===== src/rtl/kbc_pkg.sv =====
// shared types and constants of the kochanek-bartels curve sampler
package kbc_pkg;

  localparam int ONE_Q14 = 16384;

  typedef struct packed {
    logic signed [23:0] point_x;
    logic signed [23:0] point_y;
    logic signed [15:0] tension;
    logic signed [15:0] bias;
    logic signed [15:0] continuity;
    logic               final_point;
  } in_t;

  typedef struct packed {
    logic signed [23:0] sample_x;
    logic signed [23:0] sample_y;
    logic               run_end;
    logic               curve_end;
  } out_t;

  typedef struct packed {
    logic signed [23:0] x;
    logic signed [23:0] y;
    logic signed [15:0] t;
    logic signed [15:0] b;
    logic signed [15:0] c;
  } point_t;

  // one segment to blend, or the closing point when is_end is set
  typedef struct packed {
    point_t pv;
    point_t cu;
    point_t nx;
    point_t n2;
    logic   is_end;
    logic   last;
  } job_t;

endpackage


===== src/rtl/kbc_front.sv =====
// front end: point window, point count and segment job generation
module kbc_front (
  input  logic              clk,
  input  logic              rst_n,
  input  logic              push,
  output logic              full,
  input  kbc_pkg::in_t      in_data,
  output logic              job_valid,
  input  logic              job_ready,
  output kbc_pkg::job_t     job
);

  kbc_pkg::point_t win_r [3];
  logic [1:0]      seen_r;
  kbc_pkg::point_t snap_r [4];
  logic [1:0]      sseen_r;
  logic            sfin_r;
  logic [2:0]      mask_r;
  logic [2:0]      mask_nxt;
  kbc_pkg::point_t newp;
  logic            accept;

  function automatic logic signed [15:0] clamp_tcb(input logic signed [15:0] v);
    logic signed [15:0] r;
    r = v;
    if (v > 16'(kbc_pkg::ONE_Q14)) r = 16'(kbc_pkg::ONE_Q14);
    else if (v < -16'(kbc_pkg::ONE_Q14)) r = -16'(kbc_pkg::ONE_Q14);
    return r;
  endfunction

  assign accept = push && !full;
  assign full   = |mask_r;

  always_comb begin
    newp.x = in_data.point_x;
    newp.y = in_data.point_y;
    newp.t = clamp_tcb(in_data.tension);
    newp.b = clamp_tcb(in_data.bias);
    newp.c = clamp_tcb(in_data.continuity);
  end

  // jobs are issued in order: inner segment, end segment, closing point
  always_comb begin
    job = '0;
    if (mask_r[0]) begin
      job.pv   = (sseen_r == 2'd3) ? snap_r[0] : snap_r[1];
      job.cu   = snap_r[1];
      job.nx   = snap_r[2];
      job.n2   = snap_r[3];
      job.last = !sfin_r;
    end else if (mask_r[1]) begin
      job.pv   = (sseen_r == 2'd1) ? snap_r[2] : snap_r[1];
      job.cu   = snap_r[2];
      job.nx   = snap_r[3];
      job.n2   = snap_r[3];
    end else begin
      job.pv     = snap_r[3];
      job.cu     = snap_r[3];
      job.nx     = snap_r[3];
      job.n2     = snap_r[3];
      job.is_end = 1'b1;
      job.last   = 1'b1;
    end
  end

  assign job_valid = |mask_r;

  always_comb begin
    mask_nxt = mask_r;
    if (job_valid && job_ready) begin
      if (mask_r[0])      mask_nxt[0] = 1'b0;
      else if (mask_r[1]) mask_nxt[1] = 1'b0;
      else                mask_nxt[2] = 1'b0;
    end
    if (accept) begin
      mask_nxt[0] = (seen_r >= 2'd2);
      mask_nxt[1] = in_data.final_point && (seen_r != 2'd0);
      mask_nxt[2] = in_data.final_point && (seen_r != 2'd0);
    end
  end

  always_ff @(posedge clk) begin
    if (!rst_n) begin
      mask_r <= '0;
      seen_r <= '0;
      for (int j = 0; j < 3; j++) win_r[j] <= '0;
    end else begin
      mask_r <= mask_nxt;
      if (accept) begin
        if (in_data.final_point) begin
          for (int j = 0; j < 3; j++) win_r[j] <= '0;
          seen_r <= '0;
        end else begin
          win_r[0] <= win_r[1];
          win_r[1] <= win_r[2];
          win_r[2] <= newp;
          if (seen_r != 2'd3) seen_r <= seen_r + 2'd1;
        end
      end
    end
  end

  always_ff @(posedge clk) begin
    if (accept) begin
      snap_r[0] <= win_r[0];
      snap_r[1] <= win_r[1];
      snap_r[2] <= win_r[2];
      snap_r[3] <= newp;
      sseen_r   <= seen_r;
      sfin_r    <= in_data.final_point;
    end
  end

endmodule


===== config.mk =====
export PLATFORM = sky130hd
export DESIGN_NAME = kbc_front
export DESIGN_NICKNAME = d
export VERILOG_FILES = /design/src/rtl/kbc_pkg.sv /design/src/rtl/kbc_front.sv
export SDC_FILE = /design/constraint.sdc
export NUM_CORES = 1
export LEC_CHECK = 0
export ABC_AREA = 1
export BUFFER_PORTS_ARGS = -buffer_cell sky130_fd_sc_hd__buf_2
export CORE_MARGIN = 2
export CORE_UTILIZATION = 43
export CTS_CLUSTER_DIAMETER = 120
export DETAILED_ROUTE_END_ITERATION = 8
export PLACE_DENSITY = 0.75
export SKIP_LAST_GASP = 1
export SLEW_MARGIN = 10
export SYNTH_ARGS = -nofsm -noshare
export SYNTH_HDL_FRONTEND = slang
export SYNTH_SLANG_ARGS = --single-unit

===== constraint.sdc =====
create_clock -name clk -period 7.98 [get_ports clk]
set_clock_uncertainty 0.1 [all_clocks]
set_input_delay 1.596 -clock clk [delete_from_list [all_inputs] [get_ports clk]]
set_output_delay 1.596 -clock clk [all_outputs]
set_load 0.02 [all_outputs]

==> out/summary.md, run 1 <==
The run finished with clean final reports. The area of all sequential standard cells came out at 0.02038 mm². The final clock period utilization by the worst path was 0.6460. The relative slew slack is 0.1882, and the synthesis-stage register bit count is 680.

Summed over all layers, the routed wires come to 74220 µm. The library cell with the highest instance count after synthesis is edfxtp_1. The number of warning messages in the yosys log is 0, and the routed length per placed instance is 17.19 µm. Following the worst setup path forward leads to its endpoint at job[318]. Final worst setup slack: 2.825 ns. The starting density of the core was 0.4321; the clock period minus worst slack was 5.155 ns. Once detail routing completed, the nets flagged for antenna violations numbered 0. The design draws 14.63 mW. The number of antenna violations at the first check in global routing is 4, and the peak clock frequency supported by timing is 194.0 MHz. Number of global-route vias before repair: 20800. Source of the worst register-to-register timing path: mask_r[1]$_SDFFE_PN0P_.

The total area inside the core boundary comes to 0.07112 mm². By area the synthesized netlist is led by edfxtp_1 (66%), inv_1 (6.5%), nand2_1 (5.6%). Total DRC errors in the routed layout: 0. The switching share of power is 0.3998, and the horizontal die dimension is 271.3 µm. After synthesis, the most frequently instantiated cells are edfxtp_1 (675), inv_1 (530), nand2_1 (461), a21oi_1 (295), o21ai_0 (194). Hold repair after CTS inserted 0 buffers. In the synthesized netlist the dominant register cell turns out to be edfxtp_1.

The setup slack of the worst register-to-register path was 3.88 ns. STA classifies the critical path endpoint as an output pin. Path class of the lowest-slack min-delay path: reg -> reg. Area fraction of the dominant cell type after synthesis: 0.6596. The number of antenna cells inserted is 0. Using the TritonRoute via totals, the vias-per-cell ratio works out to 5.051.

The depth of the worst hold-timing path works out to 0. The tools report the full die area as 0.07361 mm². Setup violations remaining at the end of the flow were counted as 0.

The detailed-route via count was 21810; the worst path required time was 6.28 ns. The share of async-settable or async-resettable flops after synthesis was 0; the number of cells upsized or downsized after cts was 0. The final-report max-slew violation count was 0.

For the total routing resource utilization after global routing, the log shows 0.1950. The largest total area in the synthesized netlist belongs to edfxtp_1. The maximum number of pins on one net before global-route repair came out at 164.

After floorplanning, the core was divided into 98 placement rows. The H-tree generated during clock tree synthesis spans 3 levels. For the cell internal power dissipation, the log shows 8.781 mW. Synthesis-to-layout area growth: 17.25%. The worst-case IR drop observed on VDD is 259.1 µV. When the netlist entered floorplanning its net count stood at 3003. The filler cell count in the final layout is 6247, and the average cell area after synthesis is 10.60 µm². The run gives 3 as the buffer depth of the longest clock path. The tree is rooted in a clkbuf_16.

TritonCTS built the clock tree. The highest net fanout along the worst path was 98; the switching power was 5.848 mW. For the pin with the worst max-slew slack, the measured transition is 1.218 ns. Power spread over the standard cell area amounts to 406.0 mW/mm². The part of the power in combinational logic came out at 0.365.

In this run the worst setup path begins at mask_r[0]$_SDFFE_PN0P_. The clock network latency to the later pin of the worst-skew pair was 0.59 ns. Counting cells, the worst reg-to-reg path comes to 5. STA puts the critical path data arrival time at 3.46 ns.

The placement-stage worst setup slack is 3.001 ns, and the max capacitance violation total is 0. For this run the aggregate overflow at the end of global routing stands at 0. The clock transition at the register clock pins on the worst setup and hold paths after CTS was 0.06 ns.

During placement, the flow inserted port buffers numbering 488. The TritonCTS buffer count came out at 72. Detailed-router iteration count before antenna repair: 6. The routability-driven placement congestion ratio was 0.8316. Setup repair after global routing left no endpoint under its margin.

The count of pins on the block boundary came out at 489. The number of DRC markers in iteration 0 is 1898. For the detailed placer's ending HPWL, the log shows 46110 µm. Element type at the critical path start: a flop. In this run, synthesis inferred 675 flip-flops with an integrated enable. The synthesized instance count was 2899.

The footprint of the multi-input gates was 0.007481 mm². The startpoint-to-endpoint class of the critical path is reg -> out. The tools report the fraction of power consumed by sequential logic as 0.407. For the final routed database, the setup TNS stands at 0 ns. The hold violation count in the final report was 0. The first global-routing pass estimated 114000 µm of wire.

The proportion of layout cells with a drive suffix above 1 works out to 0.2438. The portion of the post-synthesis area used by sequential elements came out at 0.6629. The post-synthesis instance area was 0.03073 mm²; the post-layout net count was 3417. The endpoint identified for the worst register-to-register timing path is snap_r[1][34]$_DFFE_PP_.

Count of unique library cells instantiated by Yosys: 25. The fraction of power consumed by the clock network was 0.228. The die is 271.3 µm tall. The clock drives 680 sinks. In this run the static leakage power is 15.28 nW. The number of setup buffers added after CTS is 0.
-- registers in the layout, summed over array words and instances, names as in the netlist --
| register | cells |
|---|---|
| mask_r | 3 |
| win_r | 288 |
| sseen_r | 2 |
| sfin_r | 1 |
| seen_r | 2 |
| snap_r | 384 |
-- critical path: stages (launching register included) --
cell	delay, ns
dfxtp_4	0.39
buf_4	0.65
buf_4	0.88
o21ai_0	0.21
a21oi_1	0.27
a21oi_1	0.09
buf_2	0.17
-- routing by layer --
| layer | part of all wire | wire, µm | GRT usage | up-vias |
|---|---|---|---|---|
| li1 | - | - | - | 10400 |
| met2 | 0.49 | 36220 | 0.3253 | 794 |
| met3 | 0.066 | 4899 | 0.03352 | 158 |
| met5 | 0.00031 | 23 | 0 | - |
| met4 | 0.028 | 2087 | 0.07230 | 4 |
| met1 | 0.42 | 31000 | 0.2563 | 10460 |
-- worst min path at each step --
stage | to | slack (ns) | startpoint
2_1_floorplan | snap_r[0][0]$_DFFE_PP_ | 0.30 | win_r[0][0]$_SDFFCE_PN0P_
6_report | snap_r[0][44]$_DFFE_PP_ | 0.31 | win_r[0][44]$_SDFFCE_PN0P_
3_5_place_dp | snap_r[0][63]$_DFFE_PP_ | 0.30 | win_r[0][63]$_SDFFCE_PN0P_
3_3_place_gp | snap_r[0][76]$_DFFE_PP_ | 0.30 | win_r[0][76]$_SDFFCE_PN0P_
5_1_grt | snap_r[0][44]$_DFFE_PP_ | 0.31 | win_r[0][44]$_SDFFCE_PN0P_
4_1_cts | snap_r[0][44]$_DFFE_PP_ | 0.31 | win_r[0][44]$_SDFFCE_PN0P_
-- per-stage QoR --
| stage | cells | hold WS, ns | util | cell area [µm²] |
|---|---|---|---|---|
| finish | 4318 | 0.3091 | 0.5066 | 36030 |
| global route | 4318 | 0.3120 | 0.5066 | 36030 |
| CTS | 4318 | 0.3114 | 0.5066 | 36030 |
| detailed placement | 4189 | 0.3045 | 0.4738 | 33700 |
| global placement | 4189 | 0.3002 | 0.4738 | 33700 |
| floorplan | 2899 | 0.3003 | - | 30730 |
-- cells by family (layout without fill, tap and decap cells) --
family,Yosys count,in the layout,synth area share
simple gates,928,928,0.1379
fa+ha+maj,3,3,0.001222
flops,680,680,0.6629
buf+inv,701,1170,0.09443
compound gates,587,587,0.1035
-- power by group through the flow --
stage,clock network [mW],logic [mW],registers (mW)
CTS,3.42,5.37,5.95
floorplan,0,3.39,6.14
global route,3.54,5.79,6.07
finish,3.34,5.34,5.95
global placement,0,5.28,5.96
detailed placement,0,5.35,6.01
-- cell usage in the layout (no fill, tap or decap), types with 7 or more instances in the layout --
| master | count |
|---|---|
| a21oi_1 | 295 |
| clkbuf_16 | 72 |
| nor2_2 | 180 |
| inv_6 | 7 |
| nor2_1 | 164 |
| buf_4 | 16 |
| bufinv_16 | 9 |
| nor2_4 | 21 |
| clkinv_2 | 7 |
| nand2_1 | 459 |
| clkinv_1 | 15 |
| o21ai_0 | 194 |
| edfxtp_1 | 675 |
| a22oi_1 | 96 |
| nand3_1 | 99 |
| buf_2 | 488 |
| inv_1 | 529 |
| clkbuf_1 | 12 |
-- final cells by class --
type | instances | share of cell area
Clock buffer | 84 | 0.05126
Sequential cell | 680 | 0.5656
Inverter | 534 | 0.05626
Multi-Input combinational cell | 1518 | 0.2076
Clock inverter | 45 | 0.01347
Tap cell | 950 | 0.03299
Timing Repair Buffer | 507 | 0.07279
No activity file was read; power rests on OpenSTA's default activity.
==> inputs of run 2 (changes only) <==
--- a/config.mk
+++ b/config.mk
@@ -11,7 +11,7 @@
 export CORE_UTILIZATION = 43
 export CTS_CLUSTER_DIAMETER = 120
 export DETAILED_ROUTE_END_ITERATION = 8
-export PLACE_DENSITY = 0.75
+export PLACE_DENSITY = 0.72
 export SKIP_LAST_GASP = 1
 export SLEW_MARGIN = 10
 export SYNTH_ARGS = -nofsm -noshare
==> constraint.sdc (replaced) <==
create_clock -name clk -period 5 [get_ports clk]
set_clock_uncertainty 0.1 [all_clocks]
set_input_delay 1 -clock clk [delete_from_list [all_inputs] [get_ports clk]]
set_output_delay 1 -clock clk [all_outputs]
set_load 0.02 [all_outputs]
==> out/summary.md, run 2 (same netlist as run 1, synthesis figures left out) <==
Setup repair after global routing left no endpoint under its margin. Number of cells upsized or downsized after cts: 0 (unchanged). The setup slack of the worst register-to-register path was 1.69 ns (-2.19 ns). The routed length per placed instance came out at 17.07 µm (-0.69%).

The source of the worst register-to-register timing path was mask_r[0]$_SDFFE_PN0P_. Count of endpoints failing setup in the final report: 0 (unchanged). The tightest min-delay check is of the reg -> reg type.

The logs give 680 (unchanged) for the CTS sink count and 0.03619 mm² (+0.45%) for the post-route cell area. The full die area came out at 0.07361 mm² (unchanged). Post-CTS setup buffer count: 0 (unchanged).

Clock network latency to the later pin of the worst-skew pair: 0.59 ns (about the same). The proportion of layout cells with a drive suffix above 1 works out to 0.2459 (+0.002088). The fraction of power consumed by sequential logic came out at 0.410 (+0.003). The library cell used most frequently in the layout, excluding fill and tap cells, is edfxtp_1.

The maximum number of pins on one net before global-route repair was 169 (+3.0%); the peak clock frequency supported by timing was 236.5 MHz. The wire length of the first global-routing pass was 114300 µm (+0.31%). The area of all sequential standard cells is 0.02038 mm² (unchanged). The switching power was 9.279 mW (+59%). The footprint of the multi-input gates was 0.007481 mm² (unchanged); the count of pins on the block boundary was 489 (unchanged). Number of DRC markers in iteration 0: 1909 (+0.58%). The tools report the max capacitance violation total as 0 (unchanged). The via density per instance is 5.017 (-0.67%). Detailed placer's ending HPWL: 47940 µm (+4.0%). The flow ran to the end, and the final reports show no timing, DRC or antenna violations. The buffer depth of the longest clock path is 3 (unchanged). The fraction of power consumed by the clock network came out at 0.228 (about the same). The horizontal die dimension is 271.3 µm (unchanged).

TritonCTS built the clock tree. The number of global-route vias before repair is 21050 (+1.2%), and the placement row count is 98 (unchanged). Total congestion overflow: 0 (unchanged). The residual antenna-violating net count after detailed routing is 0 (unchanged), and the detailed-route via count is 21720 (-0.44%). The clock transition at the register clock pins on the worst setup and hold paths after CTS came out at 0.06 ns (about the same).

The tools report the sum of routed wire length over all layers as 73880 µm (-0.46%). Switching share of power: 0.3969 (-0.002868). The measured slew at the worst slew-check pin is 1.063 ns (-0.1548 ns), and the synthesis-to-layout area growth is 17.77%.

Total power density per cell area: 646.0 mW/mm² (+59%). The maximum level of the CTS H-tree was 3 (unchanged); the flip-flop count of the largest register after layout was 384 (unchanged). The part of the power in combinational logic is 0.362 (-0.003).

The depth of the worst hold-timing path came out at 0 (unchanged). The run gives 0.03386 mm² (+0.47%) as the placed cell area. The maximum vdd ir drop was 378.7 µV (+46%); the number of hold buffers added after cts was 0 (unchanged). The core outline area was 0.07112 mm² (unchanged).

The worst reg-to-reg path cell count is 6 (+1). The largest registers in the layout are snap_r x384, win_r x288, mask_r x3. The tools report the starting density of the core as 0.4321 (unchanged). The worst path required time was 3.90 ns (-2.38 ns); the placement-stage worst setup slack was 1.397 ns (-1.604 ns).

The count of input and output buffers came out at 488 (unchanged). The tools report the final-report max-slew violation count as 0 (unchanged). The number of antenna violations at the first check in global routing was 2 (-2).

The sink of the worst hold path is snap_r[0][7]$_DFFE_PP_. The critical path is of the reg -> out type. The startpoint of the lowest-slack hold path is win_r[0][7]$_SDFFCE_PN0P_. Detailed-router iteration count before antenna repair: 6 (unchanged).

For the post-route setup TNS, the log shows 0 ns (unchanged). For the TritonCTS buffer count, the log shows 72 (unchanged). The tree is rooted in a clkbuf_16.

The highest net fanout along the worst path is 87 (-11%), and the hold violation count in the final report is 0 (unchanged). The element type at the critical path start was a flop. The die span in y was 271.3 µm (unchanged); the final clock period utilization by the worst path was 0.8456.

The total DRC errors in the routed layout came out at 0 (unchanged). Ranked by flip-flop count, first place goes to snap_r. The final worst setup slack came out at 0.7721 ns (-2.053 ns). The run gives 15.37 nW (+0.56%) as the leakage dissipation.

The logs give 6322 (+1.2%) for the filler cell count in the final layout and 14.10 mW (+61%) for the cell internal power dissipation. Capturing element type of the critical path: an output pin. The post-layout net count was 3427 (+0.29%).

In the layout the commonest cells are edfxtp_1 (675), inv_1 (529), buf_2 (488). The run gives 0.8445 (+1.6%) as the routability-driven placement congestion ratio. The smallest clock period supported by the final layout is computed as 4.228 ns. The relative slew slack was 0.2914 (+0.1032); the total power was 23.38 mW (+60%). In this run the critical register-to-register path is captured at win_r[0][277]$_SDFFCE_PN0P_. Total routing resource utilization after global routing: 0.1949 (about the same). The arrival time at the worst endpoint was 3.13 ns (-0.33 ns).
## run 2: cell count changes in the layout (fill, tap and decap cells not counted)
cell / before / now
clkinv_4: 3 / 1
clkinv_2: 7 / 11
inv_6: 7 / 6
bufinv_16: 9 / 10
clkinvlp_4: 5 / 2
inv_16: 0 / 1
buf_12: 3 / 9
clkbuf_1: 12 / 11
inv_8: 1 / 0
buf_4: 16 / 20
diode_2: 0 / 2
## run 2: worst max path at each step
stage	end	slack (ns)	startpoint
floorplan	win_r[0][257]$_SDFFCE_PN0P_	0.13	push
global placement	job[313]	1.47	mask_r[1]$_SDFFE_PN0P_
detailed placement	job[315]	1.40	mask_r[0]$_SDFFE_PN0P_
CTS	job[315]	0.76	mask_r[0]$_SDFFE_PN0P_
global route	job[314]	0.54	mask_r[0]$_SDFFE_PN0P_
finish	job[315]	0.77	mask_r[0]$_SDFFE_PN0P_
## run 2: cell type report
| class | count | area share |
|---|---|---|
| clock buffers | 83 | 0.05093 |
| multi-input cells | 1518 | 0.2067 |
| well taps | 950 | 0.03284 |
| diodes | 2 | 0.0001383 |
| flip-flops and latches | 680 | 0.5631 |
| repair buffers | 517 | 0.07661 |
| inverters | 534 | 0.05625 |
| clock inverters | 44 | 0.01345 |
## run 2: critical path, cell delays in order, from the launching register on
cell	delay (ns)
dfxtp_4	0.88
buf_4	0.81
o21ai_0	0.24
a21oi_1	0.26
a21oi_1	0.08
buf_2	0.17
## run 2: metal layers
metal | share of wire | vias to the layer above | global-route usage
met1 | 0.42 | 10290 | 0.2598
met5 | 0 | - | 0
met4 | 0.024 | 0 | 0.06724
met2 | 0.49 | 883 | 0.3272
met3 | 0.067 | 132 | 0.02848
li1 | - | 10410 | -
## run 2: stage by stage
| stage | utilization | hold slack [ns] | cells |
|---|---|---|---|
| 6_report | 0.5089 | 0.3050 | 4328 |
| 3_5_place_dp | 0.4760 | 0.3045 | 4199 |
| 4_1_cts | 0.5088 | 0.3101 | 4326 |
| 2_1_floorplan | - | 0.3003 | 2899 |
| 5_1_grt | 0.5088 | 0.3194 | 4326 |
| 3_3_place_gp | 0.4760 | 0.3001 | 4199 |
## run 2: power by group through the flow
stage | combinational, mW | clock, mW | sequential (mW)
6_report | 8.47 | 5.33 | 9.58
5_1_grt | 9.18 | 5.68 | 9.77
4_1_cts | 8.49 | 5.46 | 9.57
3_5_place_dp | 8.46 | 0 | 9.68
3_3_place_gp | 8.36 | 0 | 9.59
2_1_floorplan | 5.42 | 0 | 9.67
==> inputs of run 3 (changes only) <==
==> constraint.sdc (replaced) <==
create_clock -name clk -period 4.2 [get_ports clk]
set_clock_uncertainty 0.1 [all_clocks]
set_input_delay 0.84 -clock clk [delete_from_list [all_inputs] [get_ports clk]]
set_output_delay 0.84 -clock clk [all_outputs]
set_load 0.02 [all_outputs]
==> out/summary.md, run 3 (same netlist as run 1, synthesis figures left out) <==
The CTS sink count is 680 (unchanged). The measured slew at the worst slew-check pin works out to 1.135 ns (+0.07230 ns). The total routing resource utilization after global routing came out at 0.1918 (-0.003142). The logs give 0.8840 (+4.7%) for the routability-driven placement congestion ratio and 0 (unchanged) for the post-CTS setup buffer count. The detailed-route via count was 21820 (+0.48%).

TritonCTS built the clock tree. The switching power is 11.10 mW (+20%). The tools report the root buffer cell as clkbuf_16.

The number of global-route vias before repair is 20930 (-0.55%), and the part of the power in combinational logic is 0.368 (+0.006). The full die area is 0.07361 mm² (unchanged). Placement row count: 98 (unchanged). The relative slew slack was 0.2432 (-0.04820). The path class of the lowest-slack min-delay path is reg -> reg. The switching share of power is 0.3990 (+0.002088).

The smallest clock period supported by the final layout is computed as 3.881 ns. The detailed-router iteration count before antenna repair was 6 (unchanged). The run gives 16.72 mW (+19%) as the cell internal power dissipation.

Following the worst setup path forward leads to its endpoint at job[356]. The clock transition at the register clock pins on the worst setup and hold paths after CTS is 0.06 ns (about the same), and the final clock period utilization by the worst path is 0.9240. The number of hold buffers added after cts was 0 (unchanged); the proportion of layout cells with a drive suffix above 1 was 0.2461 (+0.0002962).

The capturing element type of the critical path was an output pin. Capture instance of the worst register-to-register path: win_r[0][221]$_SDFFCE_PN0P_. The tools report the count of endpoints failing setup in the final report as 0 (unchanged).

The total power density per cell area works out to 767.9 mW/mm² (+19%). Sum of routed wire length over all layers: 73010 µm (-1.2%). For the setup slack of the worst register-to-register path, the log shows 1.35 ns (-0.34 ns). The maximum number of pins on one net before global-route repair is 193 (+14%). Setup repair after global routing left no endpoint under its margin.

For this run, the top clock speed supported by timing is 257.7 MHz. The worst path required time is 3.26 ns (-0.64 ns). Tracing the worst setup path back leads to its startpoint at sseen_r[0]$_DFFE_PP_. The startpoint identified for the worst register-to-register timing path is mask_r[0]$_SDFFE_PN0P_. The tools report the number of DRC markers in iteration 0 as 1800 (-5.7%).

The tools report the core outline area as 0.07112 mm² (unchanged). Register with the highest flop count: snap_r. The maximum level of the CTS H-tree is 3 (unchanged), and the max capacitance violation total is 0 (unchanged). For the post-layout net count, the log shows 3424 (-0.088%).

The highest net fanout along the worst path came out at 73 (-16%). Horizontal die dimension: 271.3 µm (unchanged). The wire length of the first global-routing pass came out at 112900 µm (-1.3%). The flip-flop count of the largest register after layout was 384 (unchanged); the clock network latency to the later pin of the worst-skew pair was 0.59 ns (about the same).

The starting density of the core is 0.4321 (unchanged), and the synthesis-to-layout area growth is 17.88% (about the same). The total DRC errors in the routed layout came out at 0 (unchanged). The worst reg-to-reg path cell count is 7 (+1). The via density per instance came out at 5.041 (+0.48%). The tools report the fraction of power consumed by sequential logic as 0.405 (-0.005). The maximum vdd ir drop came out at 438.7 µV (+16%). The detailed placer's ending HPWL came out at 46520 µm (-3.0%). The flow ran to the end, and the final reports show no timing, DRC or antenna violations. The hold violation count in the final report was 0 (unchanged). Number of cells upsized or downsized after cts: 0 (unchanged).

The die span in y was 271.3 µm (unchanged); the final-report max-slew violation count was 0 (unchanged). TritonCTS buffer count: 73 (+1.4%). The fraction of power consumed by the clock network is 0.227 (about the same).

For the total power, the log shows 27.81 mW (+19%). The arrival time at the worst endpoint is 2.94 ns (-0.19 ns). The largest registers in the layout are snap_r x384, win_r x288, mask_r x3. The leakage dissipation was 15.37 nW (about the same); the total congestion overflow was 0 (unchanged). The tools report the buffer depth of the longest clock path as 3 (unchanged). Element type at the critical path start: a flop.

The post-route setup TNS came out at 0 ns (unchanged). In the layout the commonest cells are edfxtp_1 (675), inv_1 (529), buf_2 (488). The residual antenna-violating net count after detailed routing was 0 (unchanged). Most common library cell in the layout ignoring fill and taps: edfxtp_1.

For the count of pins on the block boundary, the log shows 489 (unchanged). The number of antenna violations at the first check in global routing is 2 (unchanged). The startpoint identified for the worst hold timing path is win_r[0][30]$_SDFFCE_PN0P_. The startpoint-to-endpoint class of the critical path is reg -> out.

The routed length per placed instance was 16.87 µm (-1.2%); the count of input and output buffers was 488 (unchanged).
run 3: cell count changes in the layout (fill, tap and decap cells not counted), sizes merged:
| cell | previous run | this run |
|---|---|---|
| inv | 538 | 537 |
| clkinv | 28 | 36 |
| clkbuf | 83 | 80 |
| clkinvlp | 2 | 5 |
| buf | 517 | 513 |
| bufinv | 10 | 7 |
run 3: final cells by class:
type | instances | area (µm²)
Fill cell | 6222 | 34890
Sequential cell | 680 | 20380
Multi-Input combinational cell | 1518 | 7481
Timing Repair Buffer | 513 | 2780
Inverter | 534 | 2036
Clock buffer | 80 | 1874
Tap cell | 950 | 1189
Clock inverter | 51 | 481.7
Antenna cell | 2 | 5.005
run 3: through the flow:
| step | area, µm² | hold slack [ns] | worst slack, ns | cells | util |
|---|---|---|---|---|---|
| 3_3_place_gp | 33860 | 0.3005 | 0.9575 | 4195 | 0.4761 |
| 4_1_cts | 36220 | 0.2814 | 0.2771 | 4326 | 0.5093 |
| 2_1_floorplan | 30740 | 0.3003 | 0.2530 | 2899 | - |
| 6_report | 36220 | 0.3029 | 0.3192 | 4328 | 0.5093 |
| 5_1_grt | 36220 | 0.2922 | 0.1489 | 4327 | 0.5093 |
| 3_5_place_dp | 33860 | 0.3045 | 0.9099 | 4195 | 0.4761 |
run 3: metal layers:
layer,vias up,global-route usage,share of wire
li1,10420,-,-
met1,10450,0.2476,0.41
met2,818,0.3266,0.50
met3,125,0.03149,0.065
met4,2,0.06984,0.026
met5,-,0,0.00016
run 3: worst min path at each step:
| stage | endpoint | slack (ns) | cells after the start |
|---|---|---|---|
| after CTS | snap_r[3][90]$_DFFE_PP_ | 0.28 | 1 |
| after detailed placement | snap_r[0][19]$_DFFE_PP_ | 0.30 | 0 |
| after floorplan | snap_r[0][0]$_DFFE_PP_ | 0.30 | 0 |
| after global routing | snap_r[3][71]$_DFFE_PP_ | 0.29 | 1 |
| after global placement | snap_r[0][29]$_DFFE_PP_ | 0.30 | 0 |
| final | snap_r[0][30]$_DFFE_PP_ | 0.30 | 0 |
run 3: power groups by stage:
stage / registers, mW / clock network, mW / logic (mW)
6_report: 11.3 / 6.32 / 10.2
5_1_grt: 11.5 / 6.73 / 11.1
4_1_cts: 11.3 / 6.47 / 10.3
3_5_place_dp: 11.4 / 0 / 10.2
3_3_place_gp: 11.3 / 0 / 10.1
2_1_floorplan: 11.5 / 0 / 6.45
run 3: critical path, cell delays in order, from the launching register on:
cell and delay, ns:
edfxtp_1 0.43, nand2_4 0.34, buf_4 0.87, nand2_1 0.16, nand3_1 0.17, a21oi_1 0.12
buf_2 0.18
